==> config.mk <==
export PLATFORM = sky130hd
export DESIGN_NAME = string_to_int64_parser_core
export DESIGN_NICKNAME = d
export VERILOG_FILES = /design/src/hdl/s2i_pkg.sv /design/src/hdl/s2i_digit.sv /design/src/hdl/string_to_int64_parser_core.sv
export SDC_FILE = /design/constraint.sdc
export NUM_CORES = 1
export LEC_CHECK = 0
export BUFFER_PORTS_ARGS = -buffer_cell sky130_fd_sc_hd__buf_2
export CORE_MARGIN = 5
export CORE_UTILIZATION = 58
export CTS_BUF_LIST = sky130_fd_sc_hd__clkbuf_16
export CTS_CLUSTER_DIAMETER = 120
export CTS_CLUSTER_SIZE = 10
export DETAILED_ROUTE_END_ITERATION = 6
export PLACE_DENSITY = 0.79
export SETUP_SLACK_MARGIN = 0.15
export SLEW_MARGIN = 20
export SYNTH_ARGS = -nofsm -noshare
export SYNTH_HDL_FRONTEND = slang
export SYNTH_SLANG_ARGS = --single-unit
==> constraint.sdc <==
create_clock -name clk -period 9.6 [get_ports clk]
set_clock_uncertainty 0.15 [all_clocks]
set_input_delay 1.92 -clock clk [delete_from_list [all_inputs] [get_ports clk]]
set_output_delay 1.92 -clock clk [all_outputs]
set_load 0.05 [all_outputs]
==> src/hdl/s2i_pkg.sv <==
// Package for the streaming string-to-int64 parser: widths, character codes,
// register indexes, the digit result struct and small character helpers.
// Depends on nothing; every other file of the block imports it.
package s2i_pkg;

  localparam int COUNT_WIDTH_DEF = 16;
  localparam int CHAR_W          = 16;
  localparam int BASE_W          = 6;
  localparam int VALUE_W         = 64;
  localparam int CONSUMED_W      = 16;
  localparam int IN_TDATA_W      = 16;
  localparam int OUT_FIELDS_W    = VALUE_W + CONSUMED_W + 2;
  localparam int OUT_TDATA_W     = ((OUT_FIELDS_W + 7) / 8) * 8;
  localparam int CFG_IDX_W       = 1;

  localparam logic [BASE_W-1:0] MAX_BASE     = 6'd36;
  localparam logic [BASE_W-1:0] RADIX_RESET  = 6'd10;
  localparam logic              SIGNED_RESET = 1'b1;
  localparam logic [BASE_W-1:0] BASE_AUTO    = 6'd0;
  localparam logic [BASE_W-1:0] BASE_ONE     = 6'd1;
  localparam logic [BASE_W-1:0] BASE_OCT     = 6'd8;
  localparam logic [BASE_W-1:0] BASE_DEC     = 6'd10;
  localparam logic [BASE_W-1:0] BASE_HEX     = 6'd16;

  localparam logic [VALUE_W-1:0] SIGNED_POS_LIMIT = 64'h7FFF_FFFF_FFFF_FFFF;
  localparam logic [VALUE_W-1:0] SIGNED_NEG_LIMIT = 64'h8000_0000_0000_0000;
  localparam logic [VALUE_W-1:0] UNSIGNED_LIMIT   = 64'hFFFF_FFFF_FFFF_FFFF;

  localparam logic [CHAR_W-1:0] CH_TERM  = 16'h0000;
  localparam logic [CHAR_W-1:0] CH_TAB   = 16'h0009;
  localparam logic [CHAR_W-1:0] CH_CR    = 16'h000D;
  localparam logic [CHAR_W-1:0] CH_SPACE = 16'h0020;
  localparam logic [CHAR_W-1:0] CH_PLUS  = 16'h002B;
  localparam logic [CHAR_W-1:0] CH_MINUS = 16'h002D;
  localparam logic [CHAR_W-1:0] CH_ZERO  = 16'h0030;
  localparam logic [CHAR_W-1:0] CH_NINE  = 16'h0039;
  localparam logic [CHAR_W-1:0] CH_UC_A  = 16'h0041;
  localparam logic [CHAR_W-1:0] CH_UC_Z  = 16'h005A;
  localparam logic [CHAR_W-1:0] CH_LC_A  = 16'h0061;
  localparam logic [CHAR_W-1:0] CH_LC_X  = 16'h0078;
  localparam logic [CHAR_W-1:0] CH_LC_Z  = 16'h007A;
  localparam logic [CHAR_W-1:0] CASE_GAP = 16'h0020;

  localparam logic [CFG_IDX_W-1:0] REG_RADIX  = 1'b0;
  localparam logic [CFG_IDX_W-1:0] REG_SIGNED = 1'b1;

  // Outcome of one digit step, handed from the digit unit to the control.
  typedef struct packed {
    logic               hit;       // character is a digit of the base
    logic               overflow;  // new value would pass the limit
    logic [VALUE_W-1:0] acc;       // accumulator after the digit
  } digit_res_t;

  function automatic logic is_space(input logic [CHAR_W-1:0] c);
    return (c == CH_SPACE) || ((c >= CH_TAB) && (c <= CH_CR));
  endfunction

  // ASCII upper case to lower case only.
  function automatic logic [CHAR_W-1:0] fold_case(input logic [CHAR_W-1:0] c);
    return ((c >= CH_UC_A) && (c <= CH_UC_Z)) ? c + CASE_GAP : c;
  endfunction

endpackage

==> src/hdl/s2i_digit.sv <==
// Digit unit of the string-to-int64 parser: decodes one character under a base,
// multiplies the accumulator by the base, adds the digit and checks the limit.
// Depends on s2i_pkg.
module s2i_digit
  import s2i_pkg::*;
(
  input  logic [CHAR_W-1:0]  ch,
  input  logic [BASE_W-1:0]  base,
  input  logic [VALUE_W-1:0] acc,
  input  logic               minus_seen,
  input  logic               signed_mode,
  output digit_res_t         res
);

  localparam int PROD_W = VALUE_W + BASE_W;
  localparam int SUM_W  = PROD_W + 1;

  logic [CHAR_W-1:0]  lc;
  logic [CHAR_W-1:0]  num_off;
  logic [CHAR_W-1:0]  alpha_off;
  logic               is_num;
  logic               is_alpha;
  logic [BASE_W-1:0]  digit;
  logic [VALUE_W-1:0] limit;
  logic [PROD_W-1:0]  prod;
  logic [SUM_W-1:0]   sum;

  always_comb begin
    lc        = fold_case(ch);
    num_off   = lc - CH_ZERO;
    alpha_off = lc - CH_LC_A;
    is_num    = (lc >= CH_ZERO) && (lc <= CH_NINE);
    is_alpha  = (lc >= CH_LC_A) && (lc <= CH_LC_Z);
    digit     = is_num ? num_off[BASE_W-1:0] : alpha_off[BASE_W-1:0] + BASE_DEC;

    // The magnitude may reach one more than the positive signed limit when a
    // minus sign was seen.
    if (!signed_mode) begin
      limit = UNSIGNED_LIMIT;
    end else if (minus_seen) begin
      limit = SIGNED_NEG_LIMIT;
    end else begin
      limit = SIGNED_POS_LIMIT;
    end

    // acc > (limit - digit) / base is the same test as acc * base + digit > limit.
    prod = PROD_W'(acc) * PROD_W'(base);
    sum  = SUM_W'(prod) + SUM_W'(digit);

    res.hit      = (is_num || is_alpha) && (digit < base) && (base > BASE_ONE);
    res.overflow = sum > SUM_W'(limit);
    res.acc      = res.overflow ? limit : sum[VALUE_W-1:0];
  end

endmodule

==> src/hdl/string_to_int64_parser_core.sv <==
// Top level of the streaming string-to-int64 parser: input register, parse
// control with its state, configuration registers and the result register.
// Depends on s2i_pkg and s2i_digit.
//
//  channel   | direction | payload (lowest bit first)                         | handshake
//  ----------+-----------+----------------------------------------------------+----------------
//  s_*       | in        | char_code[15:0]                                    | tvalid/tready
//  m_*       | out       | value[63:0], consumed_count[15:0], range_error,    | tvalid/tready
//            |           | bad_base, six zero pad bits                        |
//  cfg_*     | in        | cfg_index selects radix (0) or signed_mode (1)     | write enable
//
// Every character request is held in the input register and is then folded
// into the parse state by the digit unit (a 64 by 6 bit multiply, an add
// and a limit compare), so one character per cycle is sustained unless a
// terminator waits. A terminator passes from the input register into the
// result register. Only a terminator that finds the result register still
// held by an unaccepted result waits, and the input register then holds it
// and stops taking requests. Reset is synchronous and clears the control
// state, sets radix to 10 and signed_mode to 1; there is no clearing pass.
module string_to_int64_parser_core
  import s2i_pkg::*;
#(
  parameter int COUNT_WIDTH = COUNT_WIDTH_DEF
) (
  input  logic                   clk,
  input  logic                   rst,

  input  logic                   s_tvalid,
  output logic                   s_tready,
  input  logic [IN_TDATA_W-1:0]  s_tdata,   // [15:0] char_code

  output logic                   m_tvalid,
  input  logic                   m_tready,
  output logic [OUT_TDATA_W-1:0] m_tdata,   // [63:0] value, [79:64] consumed_count,
                                            // [80] range_error, [81] bad_base

  input  logic                   cfg_we,
  input  logic [CFG_IDX_W-1:0]   cfg_index,
  input  logic [BASE_W-1:0]      cfg_data
);

  typedef enum logic [2:0] {
    PH_START,
    PH_WS,
    PH_SIGN,
    PH_ZERO,
    PH_DIGITS,
    PH_DONE,
    PH_BAD
  } phase_t;

  // Configuration registers, sampled on the first character of each string.
  logic [BASE_W-1:0] radix;
  logic              signed_mode;

  // Input register.
  logic              in_valid;
  logic [CHAR_W-1:0] in_char;

  // Parse state.
  phase_t                 phase, phase_next;
  logic [VALUE_W-1:0]     acc, acc_next;
  logic                   minus_seen, minus_seen_next;
  logic [BASE_W-1:0]      active_base, active_base_next;
  logic [COUNT_WIDTH-1:0] char_count, char_count_next;
  logic                   overflowed, overflowed_next;
  logic                   signed_l, signed_l_next;

  // Result register.
  logic                   res_valid, res_valid_next;
  logic [VALUE_W-1:0]     res_value, res_value_next;
  logic [CONSUMED_W-1:0]  res_count, res_count_next;
  logic                   res_range, res_range_next;
  logic                   res_bad, res_bad_next;

  logic                   in_term;
  logic                   advance;
  logic                   res_load;
  phase_t                 eff_phase;
  logic [BASE_W-1:0]      eff_base;
  logic                   eff_signed;
  logic [BASE_W-1:0]      dig_base;
  logic [COUNT_WIDTH-1:0] count_inc;
  logic [COUNT_WIDTH+CONSUMED_W-1:0] count_wide;
  logic                   after_sign;
  logic                   take_digit;
  digit_res_t             dig;

  assign in_term  = (in_char == CH_TERM);
  // A terminator may only move on when the result register is free or drains now.
  assign advance  = in_valid && (!in_term || !res_valid || m_tready);
  assign res_load = advance && in_term;
  assign s_tready = !in_valid || advance;

  assign m_tvalid = res_valid;
  assign m_tdata  = {(OUT_TDATA_W - OUT_FIELDS_W)'(0), res_bad, res_range, res_count,
                     res_value};

  // The first character of a string latches the base and the mode; an invalid
  // base sends the whole string to the bad phase right away.
  always_comb begin
    if (phase == PH_START) begin
      eff_base   = radix;
      eff_signed = signed_mode;
      eff_phase  = ((radix == BASE_ONE) || (radix > MAX_BASE)) ? PH_BAD : PH_WS;
    end else begin
      eff_base   = active_base;
      eff_signed = signed_l;
      eff_phase  = phase;
    end
  end

  // Base used by a digit taken now: automatic detection resolves to octal after
  // a leading zero and to decimal otherwise.
  always_comb begin
    if (eff_phase == PH_ZERO) begin
      dig_base = (eff_base == BASE_AUTO) ? BASE_OCT : eff_base;
    end else if ((eff_phase == PH_WS) || (eff_phase == PH_SIGN)) begin
      dig_base = (eff_base == BASE_AUTO) ? BASE_DEC : eff_base;
    end else begin
      dig_base = eff_base;
    end
  end

  s2i_digit u_digit (
    .ch          (in_char),
    .base        (dig_base),
    .acc         (acc),
    .minus_seen  (minus_seen),
    .signed_mode (eff_signed),
    .res         (dig)
  );

  assign count_inc  = (char_count == {COUNT_WIDTH{1'b1}}) ? char_count
                                                          : char_count + COUNT_WIDTH'(1);
  assign count_wide = {{CONSUMED_W{1'b0}}, char_count};

  always_comb begin
    phase_next       = phase;
    acc_next         = acc;
    minus_seen_next  = minus_seen;
    active_base_next = active_base;
    char_count_next  = char_count;
    overflowed_next  = overflowed;
    signed_l_next    = signed_l;
    res_value_next   = res_value;
    res_count_next   = res_count;
    res_range_next   = res_range;
    res_bad_next     = res_bad;
    res_valid_next   = res_valid && !m_tready;
    after_sign       = 1'b0;
    take_digit       = 1'b0;

    if (res_load) begin
      res_valid_next = 1'b1;
      if (eff_phase == PH_BAD) begin
        res_value_next = '0;
        res_count_next = '0;
        res_range_next = 1'b0;
        res_bad_next   = 1'b1;
      end else begin
        res_value_next = minus_seen ? VALUE_W'(0) - acc : acc;
        res_count_next = count_wide[CONSUMED_W-1:0];
        res_range_next = overflowed;
        res_bad_next   = 1'b0;
      end
      phase_next       = PH_START;
      acc_next         = '0;
      minus_seen_next  = 1'b0;
      active_base_next = BASE_AUTO;
      char_count_next  = '0;
      overflowed_next  = 1'b0;
      signed_l_next    = eff_signed;
    end else if (advance) begin
      phase_next       = eff_phase;
      active_base_next = eff_base;
      signed_l_next    = eff_signed;
      unique case (eff_phase)
        PH_WS: begin
          if (is_space(in_char)) begin
            char_count_next = count_inc;
          end else if (in_char == CH_MINUS) begin
            minus_seen_next = 1'b1;
            char_count_next = count_inc;
            phase_next      = PH_SIGN;
          end else if (in_char == CH_PLUS) begin
            char_count_next = count_inc;
            phase_next      = PH_SIGN;
          end else begin
            after_sign = 1'b1;
          end
        end
        PH_SIGN: begin
          after_sign = 1'b1;
        end
        PH_ZERO: begin
          if (fold_case(in_char) == CH_LC_X) begin
            active_base_next = BASE_HEX;
            char_count_next  = count_inc;
            phase_next       = PH_DIGITS;
          end else begin
            active_base_next = dig_base;
            phase_next       = PH_DIGITS;
            take_digit       = 1'b1;
          end
        end
        PH_DIGITS: begin
          take_digit = 1'b1;
        end
        default: begin
        end
      endcase

      // A leading zero in automatic or hex mode may open a 0x prefix.
      if (after_sign) begin
        if ((in_char == CH_ZERO) &&
            ((eff_base == BASE_AUTO) || (eff_base == BASE_HEX))) begin
          char_count_next = count_inc;
          phase_next      = PH_ZERO;
        end else begin
          active_base_next = dig_base;
          phase_next       = PH_DIGITS;
          take_digit       = 1'b1;
        end
      end

      // The first character that is not a digit ends the number.
      if (take_digit) begin
        if (dig.hit) begin
          char_count_next = count_inc;
          acc_next        = dig.acc;
          overflowed_next = overflowed || dig.overflow;
        end else begin
          phase_next = PH_DONE;
        end
      end
    end
  end

  always_ff @(posedge clk) begin
    if (rst) begin
      radix       <= RADIX_RESET;
      signed_mode <= SIGNED_RESET;
      in_valid    <= 1'b0;
      phase       <= PH_START;
      acc         <= '0;
      minus_seen  <= 1'b0;
      active_base <= BASE_AUTO;
      char_count  <= '0;
      overflowed  <= 1'b0;
      signed_l    <= SIGNED_RESET;
      res_valid   <= 1'b0;
    end else begin
      if (cfg_we) begin
        unique case (cfg_index)
          REG_RADIX:  radix       <= cfg_data;
          REG_SIGNED: signed_mode <= cfg_data[0];
          default: begin
          end
        endcase
      end
      if (s_tready) begin
        in_valid <= s_tvalid;
      end
      phase       <= phase_next;
      acc         <= acc_next;
      minus_seen  <= minus_seen_next;
      active_base <= active_base_next;
      char_count  <= char_count_next;
      overflowed  <= overflowed_next;
      signed_l    <= signed_l_next;
      res_valid   <= res_valid_next;
    end
    if (s_tready && s_tvalid) begin
      in_char <= s_tdata[CHAR_W-1:0];
    end
    res_value <= res_value_next;
    res_count <= res_count_next;
    res_range <= res_range_next;
    res_bad   <= res_bad_next;
  end

  // A terminator always leaves a clean state for the next string.
  assert property (@(posedge clk) disable iff (rst)
    res_load |=> (phase == PH_START) && (acc == '0) && (char_count == '0))
    else $error("parse state not cleared after a result");

  // With an invalid base nothing is counted or accumulated.
  assert property (@(posedge clk) disable iff (rst)
    (phase == PH_BAD) |-> (acc == '0) && (char_count == '0) && !overflowed)
    else $error("bad base string changed the parse state");

  // A positive signed value never passes the positive signed limit.
  assert property (@(posedge clk) disable iff (rst)
    (phase != PH_START) && signed_l && !minus_seen |-> !acc[VALUE_W-1])
    else $error("signed accumulator passed its limit");

  // A bad base result carries value zero and count zero.
  assert property (@(posedge clk) disable iff (rst)
    res_valid && res_bad |-> (res_value == '0) && (res_count == '0) && !res_range)
    else $error("bad base result carries data");

  // A waiting result is never overwritten by the next terminator.
  assert property (@(posedge clk) disable iff (rst)
    res_valid && !m_tready |-> !res_load)
    else $error("result register overwritten while held");

endmodule
# Word-level counts from Yosys, hierarchy flattened
# Index checks and enable logic that the tools add are counted.
# op_classes
addsub	7
reduce_logical	33
eq_ne	13
multipliers	1
n_mux	52
order_cmp	12
bitwise	2
# op_table
op	n
64-bit 2-to-1 mux	4
16-bit 2-to-1 mux	10
70-bit by 6-bit adder with 71-bit output	1
71-bit by 64-bit greater-than comparator with 1-bit output	1
64-bit by 6-bit multiplier with 70-bit output	1
16-bit by 6-bit equality test with 1-bit output (second input constant)	4
1-bit by 64-bit subtractor with 64-bit output (first input constant)	1
6-bit 2-to-1 mux	10
16-bit by 7-bit greater-or-equal comparator with 1-bit output (second input constant)	2
16-bit by 7-bit less-or-equal comparator with 1-bit output (second input constant)	2
16-bit one-hot mux with 2 select lines	1
3-bit 2-to-1 mux	9
16-bit by 1-bit adder with 16-bit output (second input constant)	1
16-bit by 6-bit adder with 16-bit output (second input constant)	1
16-bit equality test (second input constant)	1
16-bit by 7-bit equality test with 1-bit output (second input constant)	1
16-bit by 4-bit greater-or-equal comparator with 1-bit output (second input constant)	1
16-bit by 6-bit greater-or-equal comparator with 1-bit output (second input constant)	1
16-bit by 4-bit less-or-equal comparator with 1-bit output (second input constant)	1
16-bit by 6-bit less-or-equal comparator with 1-bit output (second input constant)	1
16-bit logical NOT	1
1-bit 2-to-1 mux	15
6-bit subtractor (second input constant)	2
1-bit logical AND	11
other kinds (21)	37
# word_totals
out_inout_bits	90
reg_bits	199
input_bits	28

# Longest topological paths before layout
# Gate-level depths: netlist of the first run.
# depth
ltp_word	13
depth_mapped	41
depth_no_buf	38

# Cells and area by module
# From an unflattened synthesis of the first run, not the netlist that was laid out.
# hier_totals
hier_cells	2982
hier_area_um2	25682.1
# by_module_without_submodules
mod	cells_per_inst	instances	area_each_um2	seq_area_each_um2
s2i_digit	1990	1	15901.5	0.0
string_to_int64_parser_core	992	1	9780.6	4964.8

# Worst setup path after synthesis of the first run
# Ideal clock, no wire load.
# synth_timing
path_kind	register to register
start	register phase[0]
end	register acc[10]
required_ns	9.391
t_arrival_ns	9.046
path_buffers	4
period_less_slack_ns	9.256
slack_ns	0.344
stages_incl_launch_ff	38
cell_sequence	dfxtp_1 -> buf_2 -> nor3_2 -> buf_4 -> mux2_2 -> inv_2 -> nand3_1 -> o41ai_2 -> clkbuf_1 -> nand2_1 -> fa_1 -> fa_1 -> inv_1 -> fa_1 -> inv_1 -> fa_1 -> inv_1 -> ha_1 -> (+2 left out) -> o31a_1 -> o22ai_1 -> or3_1 -> a21oi_1 -> o21bai_1 -> xor2_1 -> ha_1 -> nand4_1 -> nor3_1 -> nor4bb_1 -> nor3b_1 -> a21oi_1 -> o31ai_1 -> o311a_1 -> nand4_1 -> nor4_2 -> buf_2 -> a221o_1
# synth_via
elab_chain_cells	10
# synth_lines
item	line_no	rtl
start, declared	string_to_int64_parser_core.sv:61	phase_t phase, phase_next;
start signal, assigned	string_to_int64_parser_core.sv:265	phase <= phase_next;
3-bit logical NOT	string_to_int64_parser_core.sv:102	if (phase == PH_START) begin
6-bit 2-to-1 mux or 3-bit 2-to-1 mux (tied branches)	string_to_int64_parser_core.sv:102	
6-bit logical NOT, or another cell as far along	string_to_int64_parser_core.sv:117, string_to_int64_parser_core.sv:119, string_to_int64_parser_core.sv:217	
6-bit 2-to-1 mux, or another cell as far along	string_to_int64_parser_core.sv:119	dig_base = (eff_base == BASE_AUTO) ? BASE_DEC : eff_base;
6-bit 2-to-1 mux, or another cell as far along	string_to_int64_parser_core.sv:118	end else if ((eff_phase == PH_WS) || (eff_phase == PH_SIGN)) begin
6-bit 2-to-1 mux, or another cell as far along	string_to_int64_parser_core.sv:116	if (eff_phase == PH_ZERO) begin
64-bit by 6-bit multiplier with 70-bit output, or another cell as far along	s2i_digit.sv:47	prod = PROD_W'(acc) * PROD_W'(base);
70-bit by 6-bit adder with 71-bit output, or another cell as far along	s2i_digit.sv:48	sum = SUM_W'(prod) + SUM_W'(digit);
71-bit by 64-bit greater-than comparator with 1-bit output, or another cell as far along	s2i_digit.sv:51	res.overflow = sum > SUM_W'(limit);
64-bit 2-to-1 mux or 3-bit AND reduction (tied branches)	n/a	
end signal, assigned	string_to_int64_parser_core.sv:266	acc <= acc_next;
end, declared	string_to_int64_parser_core.sv:62	logic [VALUE_W-1:0] acc, acc_next;
# Several ways; a longest one is shown, not always the timed one. The select of a mux whose other input is x is not followed.
# A chain may end at the register's enable or synchronous reset.

# Worst setup path after layout of the first run
# layout_timing
start	register phase[1]
end	register acc[17]
# Same word-level chain as after synthesis.

==> results.py, run 1 <==
metrics = {
    "yosys": {
        "synth_top_area_frac": 0.206,
        "synth_area_leader_cell": "fa_1",
        "yosysSeqAreaShare": 0.203,
        "synthArstFlopShare": 0,
        "synth_cell_types": 78,
        "ys_seq_elements": 199,
        "syn-mean-instance-area_um2": 8.91,
        "synth.area.top_cells": "fa_1 (21%), edfxtp_1 (12%), ha_1 (12%), dfxtp_1 (8.3%), and2_1 (6.4%)",
        "synth_ff_type": "dfxtp_1",
        "yosysWarningCount": 0,
        "synth_edf_count": 98,
        "synth_cells": 2749,
        "synth_area_um2": 24500,
    },
    "clock_tree": {
        "cts.sinks": 199,
        "root_buffer": "clkbuf_16",
        "clkSlewWorstSetupHoldPaths_ps": 70,
        "cts_tree": "yes",
        "clockBufferDepth": 2,
        "cts_buffers": 17,
        "clock_latency_ps": 460,
        "htree_levels": 4,
    },
    "timing": {
        "finalMaxSlewViolations": 0,
        "setup_viol": 0,
        "tns_ps": 0,
        "fmax_ghz": 0.106,
        "period_share": 0.980,
        "worstMarginPinSlew_ps": 1070,
        "relSlewSlack": 0.270,
        "hold_violations": 0,
        "fin_crit_ps": 9410,
    },
    "routing": {
        "ant_nets": 0,
        "drt-pass1-iter-count": 6,
        "drt_iter0_markers": 2162,
        "wl_um": 72000,
        "vias_per_cell": 6.41,
        "route.detailed.drc": 0,
        "vias": 21511,
        "wl_per_cell_um": 21.5,
    },
    "global_route": {
        "grt_pass1_wl_um": 112000,
        "grt_start_max_net_pins": 84,
        "grt_use_total": 0.293,
        "grt-ovfl-total": 0,
        "grt_pass1_vias": 21142,
        "grt_antenna_before_repair": 1,
    },
    "place": {
        "port_buffers": 111,
        "gp_congestion": 0.999,
        "place_inst": 3272,
        "hpwl_um": 53300,
    },
    "critical_path": {
        "worst_ep_required_time_ps": 9820,
        "arrival_ps": 9630,
        "worst_path_most_repeated_cell": "fa_1",
        "crit_fanout": 11,
        "critPathLaunchType": "flop",
        "critical_path_class": "flop to flop",
        "crit_path_max_incr_delay_ps": 530,
        "slowest_stage": "fa_1",
        "endpoint_kind": "flop",
    },
    "final_layout": {
        "final_cell_mix": "nand2_1 (267), fa_1 (252), and2_1 (249)",
        "post_layout_nonfiller_instances": 3356,
        "drive_gt1_frac": 0.132,
        "mostFrequentLayoutCell": "nand2_1",
        "areaGrowthSynthToFinish_pct": 11.4,
        "final_nets": 3313,
        "diodes": 0,
    },
    "power": {
        "vdd_drop_max_mv": 0.0881,
        "power.total_uw": 1860,
        "p_leak_uw": 0.0132,
        "p_per_area_nw_per_um2": 68.4,
    },
    "status": {
        "outcome": "finished clean",
    },
    "floorplan": {
        "num_rows": 75,
        "dieArea_um2": 46400,
        "io_pins": 118,
        "start_util": 0.585,
        "fp.dieW_um": 215,
        "core_region_area_um2": 41900,
        "die_h_um": 215,
    },
    "run": {
        "drv_cap": 0,
    },
    "min_path": {
        "hp-class": "flop to flop",
    },
}
cell families (layout without fill, tap and decap cells):
kind of cell	after synthesis	after routing	synth area share
AO/OA/AOI/OAI	546	546	0.153
other	1	6	0.000153
AND/OR/NAND/NOR	970	970	0.202
adder cells (fa/ha/maj)	481	481	0.323
flip-flops	199	199	0.203
buffers and inverters	401	464	0.0637
multiplexers	23	23	0.00971
XOR/XNOR	128	128	0.0458
final timing paths:
check                                    from  slack (ps)  cells past startpoint            end
worst min-delay path            char_count[6]         350                      2  char_count[6]
worst max-delay path                 phase[1]         190                     36        acc[17]
worst max register to register       phase[1]         190                     36        acc[17]
worst min register to register  char_count[6]         350                      2  char_count[6]
power breakdown:
group	switching, uW	leakage (uW)	internal, uW	total, uW
clock network	353	0.000261	334	686
logic	172	0.0113	102	274
registers	10.2	0.00162	893	903
worst max-delay path, delay by kind of cell, from the launching register on:
family,cells,cell delay (ps)
adder cells (fa/ha/maj),6,2450
AO/OA/AOI/OAI,11,1820
XOR/XNOR,1,110
AND/OR/NAND/NOR,12,3360
buffers and inverters,5,850
flip-flops,1,340
multiplexers,1,240
timing repair:
item                       4_1_cts  5_1_grt
setup endpoints to repair       65       65
buffers inserted                 3       42
pin swaps                        2       59
gates cloned                     0        7
resized for setup               13      129
hold buffers                     0        0
synthesized netlist by cell type (all sizes together), types with 7 or more instances:
library cell	n
nand2	269
fa	252
and2	249
ha	229
inv	206
nor2	185
clkbuf	162
a21oi	144
o21ai	113
dfxtp	101
edfxtp	98
xor2	83
a221o	62
nand4	49
xnor2	45
a21o	37
nand3	35
nor3	35
o31ai	34
nor2b	33
buf	31
or3	23
o21a	19
a211oi	18
and3	18
mux2i	17
nor4	16
or4	15
a31oi	14
o21bai	12
nand2b	11
o41ai	10
o211ai	9
a211o	8
a22oi	8
and4	8
a221oi	7
registers in the layout, summed over array words and instances, names as in the netlist, 3 cells and up:
name / cells
res_value: 64
in_char: 16
radix: 6
res_count: 16
active_base: 6
char_count: 16
phase: 3
acc: 64
metrics by stage:
stage	util	hold slack (ps)	area, um^2	worst slack [ps]
floorplan	-	281	24500	344
global placement	0.610	290	25500	-101
detailed placement	0.610	312	25500	-322
CTS	0.625	323	26100	169
global route	0.652	374	27300	-46.4
finish	0.652	348	27300	188
area by class of cell:
class,count,area [um^2]
Clock buffer,17,425
Clock inverter,15,105
Fill cell,3361,14600
Inverter,208,783
Multi-Input combinational cell,2154,18700
Sequential cell,199,4970
Tap cell,539,674
Timing Repair Buffer,224,1620
metal layers:
layer  vias to the layer above  GRT usage  share of wire
li1                       9579          -              -
met4                         0     0.0977          0.045
met3                       250     0.0355          0.086
met1                     10512      0.396           0.40
met2                      1170      0.494           0.47
met5                         -          0              0
No activity file was read; power rests on OpenSTA's default activity.
==> run 2, diff against run 1 <==
Settings changed: REMOVE_ABC_BUFFERS set to 1.
==> results.py, run 2 (synthesis gave the netlist of run 1 again) <==
metrics = {
    "status": {
        "outcome": "finished clean",
    },
    "timing": {
        "finalMaxSlewViolations": 0,
        "fin_crit_ps": 9360,
        "worstMarginPinSlew_ps": 1230,
        "fin_hold_ws_ps": 326,
        "setup_viol": 0,
        "setup_slack_ps": 242,
        "fmax_ghz": 0.107,
        "tns_ps": 0,
        "hold_violations": 0,
        "period_share": 0.975,
        "relSlewSlack": 0.171,
    },
    "critical_path": {
        "rrSetupSlack_ps": 240,
        "slowest_stage": "fa_1",
        "crit_path_max_incr_delay_ps": 500,
        "critPathLaunch": "phase[2]",
        "endpoint_kind": "flop",
        "crit_fanout": 16,
        "reg2reg_from": "phase[2]",
        "arrival_ps": 9660,
        "worstReg2RegEnd": "acc[16]",
        "crit_path_end": "acc[16]",
        "reg2regPathDepth": 41,
        "critical_path_class": "flop to flop",
        "worst_ep_required_time_ps": 9900,
        "critPathLaunchType": "flop",
    },
    "clock_tree": {
        "htree_levels": 4,
        "root_buffer": "clkbuf_16",
        "cts_tree": "yes",
        "cts_buffers": 17,
        "clkSlewWorstSetupHoldPaths_ps": 80,
        "clockBufferDepth": 2,
        "clock_latency_ps": 510,
        "cts.sinks": 199,
    },
    "global_route": {
        "grt_start_max_net_pins": 66,
        "grt_use_total": 0.304,
        "grt-ovfl-total": 0,
        "grt_antenna_before_repair": 1,
        "grt_pass1_wl_um": 114000,
        "grt_pass1_vias": 21096,
    },
    "final_layout": {
        "n_fill_cell": 3347,
        "multiInputGateArea_um2": 18800,
        "mostFrequentLayoutCell": "nand2_1",
        "final_cell_mix": "nand2_1 (269), fa_1 (252), and2_1 (245)",
        "diodes": 0,
        "stdcell_area_um2": 27600,
        "areaGrowthSynthToFinish_pct": 12.6,
        "final_nets": 3333,
        "drive_gt1_frac": 0.144,
        "ff_latch_area_um2": 4970,
        "reg_top3": "acc x64, res_value x64",
        "finish.utilization": 0.659,
    },
    "routing": {
        "wl_um": 72900,
        "drt_iter0_markers": 2117,
        "drt-pass1-iter-count": 7,
        "route.detailed.drc": 0,
        "ant_nets": 0,
        "wl_per_cell_um": 21.6,
        "vias_per_cell": 6.31,
        "vias": 21318,
    },
    "place": {
        "port_buffers": 111,
        "placed_area_um2": 25700,
        "place_ws_ps": -318,
        "gp_congestion": 0.983,
        "hpwl_um": 53900,
    },
    "min_path": {
        "hold_start": "overflowed",
        "holdPathStages": 1,
        "hp-class": "flop to flop",
    },
    "power": {
        "p_leak_uw": 0.0132,
        "p_per_area_nw_per_um2": 69.7,
        "vdd_drop_max_mv": 0.118,
    },
    "floorplan": {
        "dieArea_um2": 46400,
        "core_region_area_um2": 41900,
        "num_rows": 75,
        "start_util": 0.585,
        "fp.dieW_um": 215,
        "io_pins": 118,
        "die_h_um": 215,
    },
    "run": {
        "drv_cap": 0,
    },
}
-- run 2: through the flow --
stage | total power (uW) | std cells
floorplan | 1030 | 2561
global placement | 1120 | 3297
detailed placement | 1130 | 3297
CTS | 1870 | 3336
global route | 1980 | 3376
finish | 1920 | 3376
-- run 2: where the power goes --
group | internal [uW] | total [uW] | switching, uW
Combinational | 104 | 283 | 180
Sequential | 893 | 903 | 9.94
Clock | 343 | 735 | 392
Total | 1340 | 1920 | 582
-- run 2: worst min path at each step --
stage | to | slack [ps]
final | overflowed | 330
after global routing | active_base[3] | 360
after CTS | active_base[3] | 320
after detailed placement | overflowed | 310
after global placement | active_base[3] | 300
after floorplan | active_base[3] | 280
-- run 2: area by class of cell --
| type | instances | share of cell area |
|---|---|---|
| sequential | 199 | 0.180 |
| timing repair buffer | 244 | 0.0660 |
| clock buffer | 17 | 0.0154 |
| inverter | 208 | 0.0283 |
| tap | 539 | 0.0245 |
| clock inverter | 15 | 0.00526 |
| multi-input combinational | 2154 | 0.680 |
-- run 2: per-layer routing --
layer	track usage	vias up	routed length, um	part of all wire
li1	-	9614	-	-
met5	0	-	0	0
met2	0.490	959	34200	0.47
met1	0.408	10593	30100	0.41
met4	0.101	0	2100	0.029
met3	0.0687	152	6400	0.088
-- run 2: worst max-delay path: cells and delay by family, from the launching register on --
family | cells | cell delay [ps]
and+or+nand+nor | 12 | 2590
xor gates and xnor gates | 1 | 150
AOI/OAI and AO/OA | 12 | 1860
DFF | 1 | 340
muxes | 1 | 270
buffers and inverters | 9 | 1470
adders and majority gates | 6 | 2430
-- run 2: repair_timing --
action	4_1_cts	5_1_grt
setup buffers	6	33
setup endpoints to repair	65	65
pin swaps	8	58
cloned	1	6
hold buffers	0	0
gates resized for setup	22	124
